==> src/seconds_to_calendar_date_unit_defines.svh <==
// Assertion macros for the seconds-to-calendar-date unit.
// Depends on nothing; included by files that carry concurrent assertions.
`ifndef SECONDS_TO_CALENDAR_DATE_UNIT_DEFINES_SVH
`define SECONDS_TO_CALENDAR_DATE_UNIT_DEFINES_SVH

`ifndef ASSERT_OFF
// Check a property on every rising edge, ignored while reset is high.
`define SCD_ASSERT_RST(lbl, clk_i, rst_i, prop, msg) \
  lbl: assert property (@(posedge clk_i) disable iff (rst_i) prop) else $error(msg);
// Check a property on every rising edge, reset included.
`define SCD_ASSERT_ON(lbl, clk_i, prop, msg) \
  lbl: assert property (@(posedge clk_i) prop) else $error(msg);
`else
`define SCD_ASSERT_RST(lbl, clk_i, rst_i, prop, msg)
`define SCD_ASSERT_ON(lbl, clk_i, prop, msg)
`endif

`endif

==> src/scd_pkg.sv <==
// Shared types and constants of the seconds-to-calendar-date pipeline.
// Depends on nothing; imported by every module of the unit.
package scd_pkg;

  localparam logic [11:0] EPOCH_YEAR     = 12'd1912;
  localparam logic [16:0] SECS_PER_DAY   = 17'd86400;
  localparam logic [16:0] SECS_PER_MIN   = 17'd60;
  localparam logic [10:0] MINS_PER_HOUR  = 11'd60;
  localparam logic [10:0] DAYS_LEAP      = 11'd366;
  localparam logic [10:0] DAYS_COMMON    = 11'd365;
  localparam logic [10:0] DAYS_PER_CYCLE = 11'd1461;
  localparam logic [15:0] DAYS_PER_WEEK  = 16'd7;

  // Start of the second, third and fourth year inside a four-year cycle.
  localparam logic [10:0] YEAR1_START = DAYS_LEAP;
  localparam logic [10:0] YEAR2_START = DAYS_LEAP + DAYS_COMMON;
  localparam logic [10:0] YEAR3_START = DAYS_LEAP + DAYS_COMMON + DAYS_COMMON;

  // Reciprocal constants: q = (x * RECIP) >> SHIFT is exact over the value range.
  localparam logic [25:0] DAY_RECIP   = 26'd50903317;  // (secs >> 7) / 675
  localparam int          DAY_SHIFT   = 35;
  localparam logic [16:0] CYCLE_RECIP = 17'd91868;     // days / 1461
  localparam int          CYCLE_SHIFT = 27;
  localparam logic [16:0] WEEK_RECIP  = 17'd74899;     // days / 7
  localparam int          WEEK_SHIFT  = 19;
  localparam logic [17:0] HOUR_RECIP  = 18'd149131;    // sod / 3600
  localparam int          HOUR_SHIFT  = 29;
  localparam logic [17:0] MIN_RECIP   = 18'd139811;    // sod / 60
  localparam int          MIN_SHIFT   = 23;

  typedef logic [8:0] doy_t;
  typedef doy_t month_table_t [12];

  // First day of each month, counted from zero.
  localparam month_table_t MONTH_START_LEAP = '{
    9'd0, 9'd31, 9'd60, 9'd91, 9'd121, 9'd152,
    9'd182, 9'd213, 9'd244, 9'd274, 9'd305, 9'd335
  };
  localparam month_table_t MONTH_START_COMMON = '{
    9'd0, 9'd31, 9'd59, 9'd90, 9'd120, 9'd151,
    9'd181, 9'd212, 9'd243, 9'd273, 9'd304, 9'd334
  };

  // Whole days and second of day.
  typedef struct packed {
    logic [15:0] days;
    logic [16:0] sod;
  } scd_split_t;

  // Everything but the month split.
  typedef struct packed {
    logic        leap;
    doy_t        doy;
    logic [11:0] year;
    logic [4:0]  hour;
    logic [5:0]  minute;
    logic [5:0]  second;
    logic [2:0]  weekday;
  } scd_fields_t;

endpackage

==> src/scd_day_split.sv <==
// Two-stage split of the seconds count into whole days and second of day.
// Depends on scd_pkg.
module scd_day_split (
  input  logic                clk,
  input  logic                rst,
  input  logic                in_valid,
  output logic                in_stall,
  input  logic [31:0]         seconds_count,
  output logic                out_valid,
  input  logic                out_stall,
  output scd_pkg::scd_split_t out_data
);
  import scd_pkg::*;

  logic        a_valid;
  logic [15:0] a_days;
  logic [31:0] a_secs;
  logic        a_stall;
  logic        b_stall;
  logic [50:0] day_prod;
  logic [32:0] day_base;
  logic [16:0] sod_calc;

  assign b_stall  = out_valid & out_stall;
  assign a_stall  = a_valid & b_stall;
  assign in_stall = a_stall;

  // Divide by 86400 as a shift by 7 and a reciprocal multiply by 1/675.
  assign day_prod = 51'(seconds_count[31:7]) * 51'(DAY_RECIP);

  always_ff @(posedge clk) begin
    if (rst) begin
      a_valid <= 1'b0;
    end else if (!a_stall) begin
      a_valid <= in_valid;
    end
  end

  always_ff @(posedge clk) begin
    if (!a_stall && in_valid) begin
      a_days <= day_prod[DAY_SHIFT +: 16];
      a_secs <= seconds_count;
    end
  end

  // Remainder fits 17 bits, so the low bits of the difference are enough.
  assign day_base = 33'(a_days) * 33'(SECS_PER_DAY);
  assign sod_calc = a_secs[16:0] - day_base[16:0];

  always_ff @(posedge clk) begin
    if (rst) begin
      out_valid <= 1'b0;
    end else if (!b_stall) begin
      out_valid <= a_valid;
    end
  end

  always_ff @(posedge clk) begin
    if (!b_stall && a_valid) begin
      out_data.days <= a_days;
      out_data.sod  <= sod_calc;
    end
  end

endmodule

==> src/scd_field_calc.sv <==
// Three-stage pipeline: quotients, remainders, then year and day of year.
// Depends on scd_pkg.
module scd_field_calc (
  input  logic                 clk,
  input  logic                 rst,
  input  logic                 in_valid,
  output logic                 in_stall,
  input  scd_pkg::scd_split_t  in_data,
  output logic                 out_valid,
  input  logic                 out_stall,
  output scd_pkg::scd_fields_t out_data
);
  import scd_pkg::*;

  // Stage C: quotients by reciprocal multiply.
  logic        c_valid;
  logic [15:0] c_days;
  logic [16:0] c_sod;
  logic [5:0]  c_cyc;
  logic [12:0] c_wq;
  logic [4:0]  c_hour;
  logic [10:0] c_mins;
  // Stage D: remainders.
  logic        d_valid;
  logic [10:0] d_dcyc;
  logic [5:0]  d_cyc;
  logic [4:0]  d_hour;
  logic [5:0]  d_minute;
  logic [5:0]  d_second;
  logic [2:0]  d_weekday;

  logic        c_stall;
  logic        d_stall;
  logic        e_stall;

  logic [32:0] cyc_prod;
  logic [32:0] wq_prod;
  logic [34:0] hour_prod;
  logic [34:0] mins_prod;

  logic [15:0] cyc_base;
  logic [15:0] dcyc_full;
  logic [15:0] week_base;
  logic [15:0] wd_full;
  logic [10:0] hour_base;
  logic [10:0] min_full;
  logic [16:0] min_base;
  logic [16:0] sec_full;

  logic [1:0]  yic;
  logic [10:0] year_off;
  logic [10:0] doy_full;

  assign e_stall  = out_valid & out_stall;
  assign d_stall  = d_valid & e_stall;
  assign c_stall  = c_valid & d_stall;
  assign in_stall = c_stall;

  assign cyc_prod  = 33'(in_data.days) * 33'(CYCLE_RECIP);
  assign wq_prod   = 33'(in_data.days) * 33'(WEEK_RECIP);
  assign hour_prod = 35'(in_data.sod) * 35'(HOUR_RECIP);
  assign mins_prod = 35'(in_data.sod) * 35'(MIN_RECIP);

  always_ff @(posedge clk) begin
    if (rst) begin
      c_valid <= 1'b0;
    end else if (!c_stall) begin
      c_valid <= in_valid;
    end
  end

  always_ff @(posedge clk) begin
    if (!c_stall && in_valid) begin
      c_days <= in_data.days;
      c_sod  <= in_data.sod;
      c_cyc  <= cyc_prod[CYCLE_SHIFT +: 6];
      c_wq   <= wq_prod[WEEK_SHIFT +: 13];
      c_hour <= hour_prod[HOUR_SHIFT +: 5];
      c_mins <= mins_prod[MIN_SHIFT +: 11];
    end
  end

  // Each remainder is small, so keep only its low bits.
  assign cyc_base  = 16'(c_cyc) * 16'(DAYS_PER_CYCLE);
  assign dcyc_full = c_days - cyc_base;
  assign week_base = 16'(c_wq) * DAYS_PER_WEEK;
  assign wd_full   = c_days - week_base;
  assign hour_base = 11'(c_hour) * MINS_PER_HOUR;
  assign min_full  = c_mins - hour_base;
  assign min_base  = 17'(c_mins) * SECS_PER_MIN;
  assign sec_full  = c_sod - min_base;

  always_ff @(posedge clk) begin
    if (rst) begin
      d_valid <= 1'b0;
    end else if (!d_stall) begin
      d_valid <= c_valid;
    end
  end

  always_ff @(posedge clk) begin
    if (!d_stall && c_valid) begin
      d_dcyc    <= dcyc_full[10:0];
      d_cyc     <= c_cyc;
      d_hour    <= c_hour;
      d_minute  <= min_full[5:0];
      d_second  <= sec_full[5:0];
      d_weekday <= wd_full[2:0];
    end
  end

  // Pick the year inside the cycle; the first year is the leap year.
  always_comb begin
    if (d_dcyc >= YEAR3_START) begin
      yic      = 2'd3;
      year_off = YEAR3_START;
    end else if (d_dcyc >= YEAR2_START) begin
      yic      = 2'd2;
      year_off = YEAR2_START;
    end else if (d_dcyc >= YEAR1_START) begin
      yic      = 2'd1;
      year_off = YEAR1_START;
    end else begin
      yic      = 2'd0;
      year_off = 11'd0;
    end
    doy_full = d_dcyc - year_off;
  end

  always_ff @(posedge clk) begin
    if (rst) begin
      out_valid <= 1'b0;
    end else if (!e_stall) begin
      out_valid <= d_valid;
    end
  end

  always_ff @(posedge clk) begin
    if (!e_stall && d_valid) begin
      out_data.leap    <= (yic == 2'd0);
      out_data.doy     <= doy_full[8:0];
      out_data.year    <= EPOCH_YEAR + {4'd0, d_cyc, 2'b00} + {10'd0, yic};
      out_data.hour    <= d_hour;
      out_data.minute  <= d_minute;
      out_data.second  <= d_second;
      out_data.weekday <= d_weekday;
    end
  end

endmodule

==> src/scd_month_lookup.sv <==
// Output stage: splits day of year into month and day of month.
// Depends on scd_pkg.
module scd_month_lookup (
  input  logic                 clk,
  input  logic                 rst,
  input  logic                 in_valid,
  output logic                 in_stall,
  input  scd_pkg::scd_fields_t in_data,
  output logic                 out_valid,
  input  logic                 out_stall,
  output logic [11:0]          year,
  output logic [3:0]           month,
  output logic [4:0]           day_of_month,
  output logic [4:0]           hour,
  output logic [5:0]           minute,
  output logic [5:0]           second,
  output logic [2:0]           weekday
);
  import scd_pkg::*;

  month_table_t starts;
  logic [3:0]   mon_idx;
  doy_t         day_full;
  logic         f_stall;

  assign f_stall  = out_valid & out_stall;
  assign in_stall = f_stall;

  // Compare against every month start at once; the last one passed wins.
  always_comb begin
    starts  = in_data.leap ? MONTH_START_LEAP : MONTH_START_COMMON;
    mon_idx = 4'd0;
    for (int m = 1; m < 12; m++) begin
      if (in_data.doy >= starts[m]) begin
        mon_idx = 4'(m);
      end
    end
    day_full = in_data.doy - starts[mon_idx];
  end

  always_ff @(posedge clk) begin
    if (rst) begin
      out_valid <= 1'b0;
    end else if (!f_stall) begin
      out_valid <= in_valid;
    end
  end

  always_ff @(posedge clk) begin
    if (!f_stall && in_valid) begin
      year         <= in_data.year;
      month        <= mon_idx + 4'd1;
      day_of_month <= day_full[4:0] + 5'd1;
      hour         <= in_data.hour;
      minute       <= in_data.minute;
      second       <= in_data.second;
      weekday      <= in_data.weekday;
    end
  end

endmodule

==> src/seconds_to_calendar_date_unit.sv <==
// Channel  | Direction | Handshake           | Payload
// ---------+-----------+---------------------+----------------------------------------
// input    | in        | in_valid / in_stall | seconds_count
// output   | out       | out_valid/out_stall | year month day_of_month hour minute
//          |           |                     | second weekday
//
// One transaction enters per cycle unless in_stall is high, and passes six register
// stages (two for the day split, three for the calendar fields, one for the month
// lookup). The depth is set by the chain of reciprocal multiplies.
// Reset (rst, synchronous) clears the valid bits of all six stages; data
// registers keep whatever they hold. A stall on the output holds the last stage
// and backs up stage by stage, so bubbles are squeezed out and nothing is lost.
//
// Top level of the seconds-to-calendar-date unit.
// Depends on scd_pkg, scd_day_split, scd_field_calc, scd_month_lookup and the defines header.
`include "seconds_to_calendar_date_unit_defines.svh"

module seconds_to_calendar_date_unit (
  input  logic        clk,
  input  logic        rst,
  input  logic        in_valid,
  output logic        in_stall,
  input  logic [31:0] seconds_count,
  output logic        out_valid,
  input  logic        out_stall,
  output logic [11:0] year,
  output logic [3:0]  month,
  output logic [4:0]  day_of_month,
  output logic [4:0]  hour,
  output logic [5:0]  minute,
  output logic [5:0]  second,
  output logic [2:0]  weekday
);
  import scd_pkg::*;

  // Days and second of day, between the split and the field stages.
  scd_split_t  split_data;
  logic        split_valid;
  logic        split_stall;
  // Calendar fields still waiting for the month split.
  scd_fields_t fields_data;
  logic        fields_valid;
  logic        fields_stall;
  // Range checks on the delivered date.
  logic        month_ok;
  logic        time_ok;
  logic        day_ok;
  logic        leap_ok;

  // Split the count into whole days and second of day.
  scd_day_split u_split (
    .clk           (clk),
    .rst           (rst),
    .in_valid      (in_valid),
    .in_stall      (in_stall),
    .seconds_count (seconds_count),
    .out_valid     (split_valid),
    .out_stall     (split_stall),
    .out_data      (split_data)
  );

  // Derive cycle, year, day of year, time of day and weekday.
  scd_field_calc u_fields (
    .clk       (clk),
    .rst       (rst),
    .in_valid  (split_valid),
    .in_stall  (split_stall),
    .in_data   (split_data),
    .out_valid (fields_valid),
    .out_stall (fields_stall),
    .out_data  (fields_data)
  );

  // Look up the month and drive the output registers.
  scd_month_lookup u_month (
    .clk          (clk),
    .rst          (rst),
    .in_valid     (fields_valid),
    .in_stall     (fields_stall),
    .in_data      (fields_data),
    .out_valid    (out_valid),
    .out_stall    (out_stall),
    .year         (year),
    .month        (month),
    .day_of_month (day_of_month),
    .hour         (hour),
    .minute       (minute),
    .second       (second),
    .weekday      (weekday)
  );

  assign month_ok = (month >= 4'd1) && (month <= 4'd12);
  assign time_ok  = (hour < 5'd24) && (minute < 6'd60) && (second < 6'd60);
  assign day_ok   = (day_of_month != 5'd0) && (weekday != 3'd7);
  // The twenty-ninth of February exists only in the leap year of a cycle.
  assign leap_ok  = !(month == 4'd2 && day_of_month == 5'd29) || (year[1:0] == 2'b00);

  // Reset must drain every stage, so no result can follow it directly.
  `SCD_ASSERT_ON(a_reset_drains, clk, rst |=> !out_valid, "result valid right after reset")
  `SCD_ASSERT_RST(a_month_range, clk, rst, out_valid |-> month_ok, "month out of range")
  `SCD_ASSERT_RST(a_time_range, clk, rst, out_valid |-> time_ok, "time of day out of range")
  `SCD_ASSERT_RST(a_day_range, clk, rst, out_valid |-> day_ok, "day or weekday out of range")
  `SCD_ASSERT_RST(a_leap_day, clk, rst, out_valid |-> leap_ok, "leap day outside a leap year")

endmodule
==> config.mk <==
export PLATFORM = sky130hd
export DESIGN_NAME = seconds_to_calendar_date_unit
export DESIGN_NICKNAME = d
export VERILOG_FILES = /design/src/scd_pkg.sv /design/src/scd_day_split.sv /design/src/scd_field_calc.sv /design/src/scd_month_lookup.sv /design/src/seconds_to_calendar_date_unit.sv
export VERILOG_INCLUDE_DIRS = /design/src /design/src/src
export SDC_FILE = /design/constraint.sdc
export NUM_CORES = 2
export LEC_CHECK = 0
export ABC_CLOCK_PERIOD_IN_PS = 6300
export BUFFER_PORTS_ARGS = -buffer_cell sky130_fd_sc_hd__buf_2
export CORE_ASPECT_RATIO = 0.8
export CORE_MARGIN = 2
export CORE_UTILIZATION = 55
export DETAILED_ROUTE_END_ITERATION = 6
export PLACE_DENSITY_LB_ADDON = 0.2
export SLEW_MARGIN = 40
export SYNTH_ARGS = -nofsm -noshare
export SYNTH_HDL_FRONTEND = slang
export SYNTH_SLANG_ARGS = --single-unit
==> constraint.sdc <==
create_clock -name clk -period 6.3 [get_ports clk]
set_clock_uncertainty 0.05 [all_clocks]
set_input_delay 0.315 -clock clk [delete_from_list [all_inputs] [get_ports clk]]
set_output_delay 0.315 -clock clk [all_outputs]
set_load 0.01 [all_outputs]
# ---- Word level (Yosys, flattened, before mapping)
# Cells that the tools add are included.
dict set report totals {
  register_bits 244
  input_bits 36
  output_inout_bits 43
  word_cells 113
}
dict set report op_classes {
  addsub 11
  n_mul 10
  n_lt_le_gt_ge 15
  n_mux 21
  n_bitwise 7
  reduce_logical 13
}
# cell n
set ops {}
lappend ops {{84-bit two-way mux} 1}
lappend ops {{9-bit >= comparator} 9}
lappend ops {{17-bit by 18-bit multiplier with 34-bit output (second input constant)} 2}
lappend ops {{25-bit by 26-bit multiplier with 51-bit output (second input constant)} 1}
lappend ops {{9-bit binary-select mux with 4-bit select} 1}
lappend ops {{16-bit by 17-bit multiplier with 32-bit output (second input constant)} 1}
lappend ops {{16-bit by 15-bit multiplier with 31-bit output (second input constant)} 1}
lappend ops {{9-bit two-way mux} 3}
lappend ops {{17-bit subtractor} 1}
lappend ops {{16-bit by 10-bit multiplier with 10-bit output (second input constant)} 1}
lappend ops {{4-bit two-way mux} 4}
lappend ops {{13-bit by 3-bit multiplier with 3-bit output (second input constant)} 1}
lappend ops {{11-bit by 8-bit adder with 12-bit output (first input constant)} 1}
lappend ops {{12-bit by 2-bit adder with 12-bit output} 1}
lappend ops {{3-bit two-way mux} 4}
lappend ops {{6-bit subtractor} 2}
lappend ops {{11-bit by 10-bit >= comparator with 1-bit output (second input constant)} 1}
lappend ops {{11-bit >= comparator (second input constant)} 1}
lappend ops {{11-bit by 9-bit >= comparator with 1-bit output (second input constant)} 1}
lappend ops {{11-bit by 4-bit multiplier with 4-bit output (second input constant)} 1}
lappend ops {{6-bit by 11-bit multiplier with 11-bit output (second input constant)} 1}
lappend ops {{11-bit subtractor} 1}
lappend ops {{5-bit two-way mux} 2}
lappend ops {{9-bit by 5-bit >= comparator with 1-bit output (second input constant)} 1}
lappend ops {{other kinds (15)} 34}

# ---- Logic depth before layout (Yosys ltp)
dict set report logic_depth {
  depth_word 18
  mapped_depth 25
  depth_no_buf 25
}

# ---- Hierarchy
# Synthesis repeated with hierarchy kept, for this count alone.
dict set report hier_totals {
  cells_unflattened 3141
  area_unflattened_um2 34038.9
}
# mod n_inst cells_per_inst area_per_inst_um2 seq_area_each_um2
set modules_own_cells {}
lappend modules_own_cells {scd_field_calc 1 1767 19120.8 3543.4}
lappend modules_own_cells {scd_day_split 1 1200 12712.2 2021.9}
lappend modules_own_cells {scd_month_lookup 1 174 2205.9 1251.2}

# ---- Least setup slack after synthesis
# OpenSTA, ideal clock, no wires.
dict set report synth_path {
  kind {input -> register}
  startpoint {input port seconds_count[20]}
  endpoint {register u_split.a_days[12], data pin}
  setup_time_ns 0.259
  t_arrival_ns 5.573
  required_ns 5.991
  path_slack_ns 0.418
  path_stages 21
  path_buffers 0
  cell_sequence {fa_1 inv_1 fa_1 inv_1 ha_1 fa_1 fa_1 fa_1 inv_1 fa_1 inv_1 ha_1 and4_1 and2b_2 nand4_2 nor4b_2 o2111ai_1 and2_1 o211ai_2 o211ai_1 xnor2_1}
}
dict set report synth_via {
  elab_chain_cells 1
}
# element line
set synth_lines {}
lappend synth_lines {{start, declared} seconds_to_calendar_date_unit.sv:23} ;# input logic [31:0] seconds_count,
lappend synth_lines {{25-bit by 26-bit multiplier with 51-bit output} scd_day_split.sv:29} ;# assign day_prod = 51'(seconds_count[31:7]) * 51'(DAY_RECIP);
lappend synth_lines {{via u_split.day_prod[47]} scd_day_split.sv:20} ;# logic [50:0] day_prod;
lappend synth_lines {{end signal, assigned} scd_day_split.sv:41} ;# a_days <= day_prod[DAY_SHIFT +: 16];
lappend synth_lines {{end, declared} scd_day_split.sv:16} ;# logic [15:0] a_days;
# The timed path passes the listed nets, and every way through them passes these cells.
# A chain may end at the register's enable or synchronous reset.

# ---- Worst setup path after layout
dict set report layout_path {
  startpoint {input port seconds_count[17]}
  endpoint {register u_split.a_days[14], data pin}
}
# Same word-level chain as after synthesis.

==> parameters.txt <==
Parameter                              Value

Route
  Router iterations before antenna repair    5
  Via count normalized by instance count    5.19
  Routed wire length per instance    17.4 um
  Starting DRT DRC Count    around 1.2k
  DR vias    20.6k
  Overall routed net length    69,200 um
  Antenna viol nets, final    0
  DR DRC count    0

Logic synthesis
  Compound-cell area share of the yosys netlist    5.47%
  Yosys warning count    0
  Top cells by area, synth    sky130_fd_sc_hd__ha_1 30%, sky130_fd_sc_hd__fa_1 27%, sky130_fd_sc_hd__edfxtp_1 20%
  Fraction of synthesized cell area taken by the top area cell type    between 30% and 40%
  Post-Syn Area    0.0331 mm2
  Fraction of registers with async set/reset    0%
  Xor and xnor area share after synthesis    3.12%
  Number of synthesized register bits    229
  Number of nets in the synthesized netlist    4,255
  Number of synthesized flops with an enable pin    about 220
  Multiplexer share of the synthesized area    less than 1%
  Arithmetic-cell share of the synthesized area counting full adders, half adders and majority gates    between 50% and 60%
  Post-synth top area cell    sky130_fd_sc_hd__ha_1
  Cell count after synthesis    ~3.0k
  Post-Syn Area per Cell    11.2 um2
  Leading register cell type out of synthesis    sky130_fd_sc_hd__edfxtp_1
  Count of cell types in the netlist    70
  Register area share after synthesis    20.6%
  Dominant combinational cell family by area after synthesis    adder cells
  Simple-gate area share of the yosys netlist    3.46%

CTS
  Number of clock sinks seen by CTS    229
  Worst-path clk slew    0.06 ns
  Clk Latency, worst-skew pair    0.57 ns
  Clock tree from TritonCTS    done
  Master cell of the clock root buffer    sky130_fd_sc_hd__clkbuf_16
  Max H-tree Level    1
  Maximum number of buffers from clock root to sink    3
  Number of buffers inserted during clock tree synthesis    27

GRT
  GRT met2 Usage    38.1%
  Number of global-route vias before repair    22.4k
  Global routing usage summed across all routing layers    23.2%
  Pin count of the biggest net entering global routing    between 40 and 50
  Total congestion overflow    0
  Number of antenna violations at the first check in global routing    1
  First-pass GRT wire length    114,000 um
  Met1 layer usage reported by global route    33.0%
  Met3 routing resource usage after global routing    2.98%
  Gr busiest metal    met2

Floorplanning
  Horiz. Die Dim    roughly 280 um
  Number of placement rows    80
  Die ar.    0.0622 mm2
  Die height    223 um
  Initial standard-cell utilization of the core    55.6%
  Core Area    0.0596 mm2
  Top Ports    roughly 80

Timing
  FMAX    ~0.16 GHz
  Final-report max-slew violation count    0
  Minimum period implied by the final worst setup slack    roughly 6.1 ns
  Relative slew slack    between 50% and 60%
  Hold Fails Final Rpt    0
  RSZ-0062 raised after global routing    no
  Final number of setup-violating endpoints    0
  Transition time of the tightest slew-check pin    0.672 ns
  Fin Setup TNS    0 ns
  Hold Slack    about 0.04 ns
  Final worst-path cycle share    96.8%

Setup path
  Endpoint type of the worst setup path    flop
  Nature of the critical path startpoint    primary input
  Category of the most critical setup path    in -> reg
  Maximum fanout along the worst path    4
  CP arrival    ~6.4 ns
  CP Data Required Time    6.56 ns

Finish
  N_diodes    0
  Synthesis-to-layout area growth    9.48%
  Final Instance Area    0.0363 mm2
  Filler cell count in the final layout    approximately 4.8k
  Share of layout cells above drive strength 1    a little under 8%
  Final Net Count    4,458

Placed design
  Routability cong.    approximately 0.96
  Count of input and output buffers    78
  Area after DPL    0.0353 mm2
  DP HPWL    61,300 um

Run status
  Status    completed

Flow run
  Max Cap Violations    0

Hold path
  Worst hold path type    in -> reg
-- layout by cell type (no fill, tap or decap), drive strengths merged, types with 6 or more instances in the layout --
cell type,netlist,routed
a211oi,8,8
a21boi,15,15
a21o,38,38
a21oi,90,90
a31oi,7,7
and2,10,10
and3,9,9
buf,1,170
clkbuf,4,37
clkinvlp,0,6
dfxtp,6,6
dlygate4sd3,0,9
edfxtp,223,223
fa,447,447
ha,807,807
inv,853,856
nand2,61,61
nand2b,9,9
nand3,19,19
nand4,13,13
nor2,57,57
nor2b,14,14
nor3,15,15
o211ai,8,8
o21a,7,7
o21ai,48,48
o21bai,15,15
xnor2,81,81
xor2,37,37
-- cells by family after synthesis --
family                   Yosys count
adder cells (fa/ha/maj)         1254
buffers and inverters            858
AO/OA/AOI/OAI                    275
flip-flops                       229
AND/OR/NAND/NOR                  227
XOR/XNOR                         118
multiplexers                       4
-- what timing repair did --
action                                  in CTS  in global routing
hold buffers                                 9                  0
endpoints found under the setup margin       0                  3
buffers inserted                             0                  2
gates resized for setup                      0                  3
endpoints found under the hold margin       13                  0
-- layer usage --
| metal | part of all wire [%] | up-vias |
|---|---|---|
| met1 | 47 | 10082 |
| met2 | 46 | 425 |
| met4 | 2.2 | 2 |
| met3 | 4.6 | 101 |
| met5 | 0.019 | - |
| li1 | - | 9968 |
-- stage by stage --
stage / utilization [%] / setup WS [ns] / std cells
finish: 60.9 / 0.204 / 3968
global route: 60.9 / 0.0402 / 3968
CTS: 60.8 / 0.148 / 3966
detailed placement: 59.2 / -0.244 / 3907
global placement: 59.0 / -0.154 / 3901
floorplan: - / 0.418 / 2965
-- state kept, by name, summed over array words and instances, names as in the netlist, 11 cells and up --
name,cells
u_split.a_days,16
u_split.out_data,33
u_fields.d_dcyc,11
u_fields.out_data,42
u_split.a_secs,17
u_fields.c_days,11
u_month.year,12
-- area by class of cell --
type                    count  area, um2  area share [%]
multi-input cells        1878      23100            63.8
repair buffers            179       1240            3.42
well taps                 779        975            2.69
inverters                 853       3210            8.84
clock buffers              37        743            2.05
flip-flops and latches    229       6820            18.8
clock inverters            13        129           0.355
-- critical path: stages --
cell and delay [ns]:
sky130_fd_sc_hd__buf_2 0.14, sky130_fd_sc_hd__fa_1 0.48, sky130_fd_sc_hd__ha_1 0.28, sky130_fd_sc_hd__inv_1 0.05
sky130_fd_sc_hd__fa_1 0.50, sky130_fd_sc_hd__inv_1 0.05, sky130_fd_sc_hd__fa_1 0.48, sky130_fd_sc_hd__inv_1 0.06
sky130_fd_sc_hd__fa_1 0.50, sky130_fd_sc_hd__fa_1 0.52, sky130_fd_sc_hd__fa_1 0.54, sky130_fd_sc_hd__inv_1 0.04
sky130_fd_sc_hd__ha_1 0.30, sky130_fd_sc_hd__a21oi_1 0.19, sky130_fd_sc_hd__o21ai_0 0.12, sky130_fd_sc_hd__a221oi_1 0.42
sky130_fd_sc_hd__o21ai_0 0.31, sky130_fd_sc_hd__o21ai_1 0.32, sky130_fd_sc_hd__a21boi_2 0.13, sky130_fd_sc_hd__a211o_1 0.30
sky130_fd_sc_hd__a21oi_1 0.21, sky130_fd_sc_hd__xnor2_1 0.10
-- synthesized netlist by cell type (4+ instances only) --
| library cell | instances |
|---|---|
| sky130_fd_sc_hd__a21oi_1 | 86 |
| sky130_fd_sc_hd__nand2_1 | 61 |
| sky130_fd_sc_hd__and3_1 | 9 |
| sky130_fd_sc_hd__nand3_1 | 19 |
| sky130_fd_sc_hd__xor2_1 | 37 |
| sky130_fd_sc_hd__o21a_1 | 7 |
| sky130_fd_sc_hd__clkbuf_1 | 4 |
| sky130_fd_sc_hd__or2_2 | 5 |
| sky130_fd_sc_hd__xnor2_1 | 81 |
| sky130_fd_sc_hd__nor2_1 | 57 |
| sky130_fd_sc_hd__nand2b_1 | 8 |
| sky130_fd_sc_hd__o31ai_1 | 4 |
| sky130_fd_sc_hd__mux2i_1 | 4 |
| sky130_fd_sc_hd__a21o_1 | 38 |
| sky130_fd_sc_hd__a21boi_0 | 13 |
| sky130_fd_sc_hd__o21ai_0 | 43 |
| sky130_fd_sc_hd__o211ai_1 | 7 |
| sky130_fd_sc_hd__nand4_1 | 12 |
| sky130_fd_sc_hd__and2_1 | 10 |
| sky130_fd_sc_hd__a211oi_1 | 7 |
| sky130_fd_sc_hd__nor3_1 | 13 |
| sky130_fd_sc_hd__a31oi_1 | 7 |
| sky130_fd_sc_hd__nor2b_1 | 14 |
| sky130_fd_sc_hd__a41oi_1 | 5 |
| sky130_fd_sc_hd__edfxtp_1 | 223 |
| sky130_fd_sc_hd__inv_1 | 853 |
| sky130_fd_sc_hd__fa_1 | 447 |
| sky130_fd_sc_hd__ha_1 | 807 |
| sky130_fd_sc_hd__o21bai_1 | 15 |
| sky130_fd_sc_hd__a21oi_2 | 4 |
| sky130_fd_sc_hd__or3_1 | 5 |
| sky130_fd_sc_hd__dfxtp_1 | 6 |
-- path summary, 6_finish.rpt --
kind,from,endpoint,slack [ns],cells after the start
min,in_valid,u_split.a_valid,0.04,3
max,seconds_count[17],u_split.a_days[14],0.20,22
max reg2reg,u_split.out_data[26],u_fields.c_cyc[3],0.33,22
min reg2reg,u_fields.out_data[19],u_month.hour[4],0.36,0
Power is left out: the tool's default activity adds up to more than one toggle a clock period on the data nets, which glitch-free logic cannot reach.
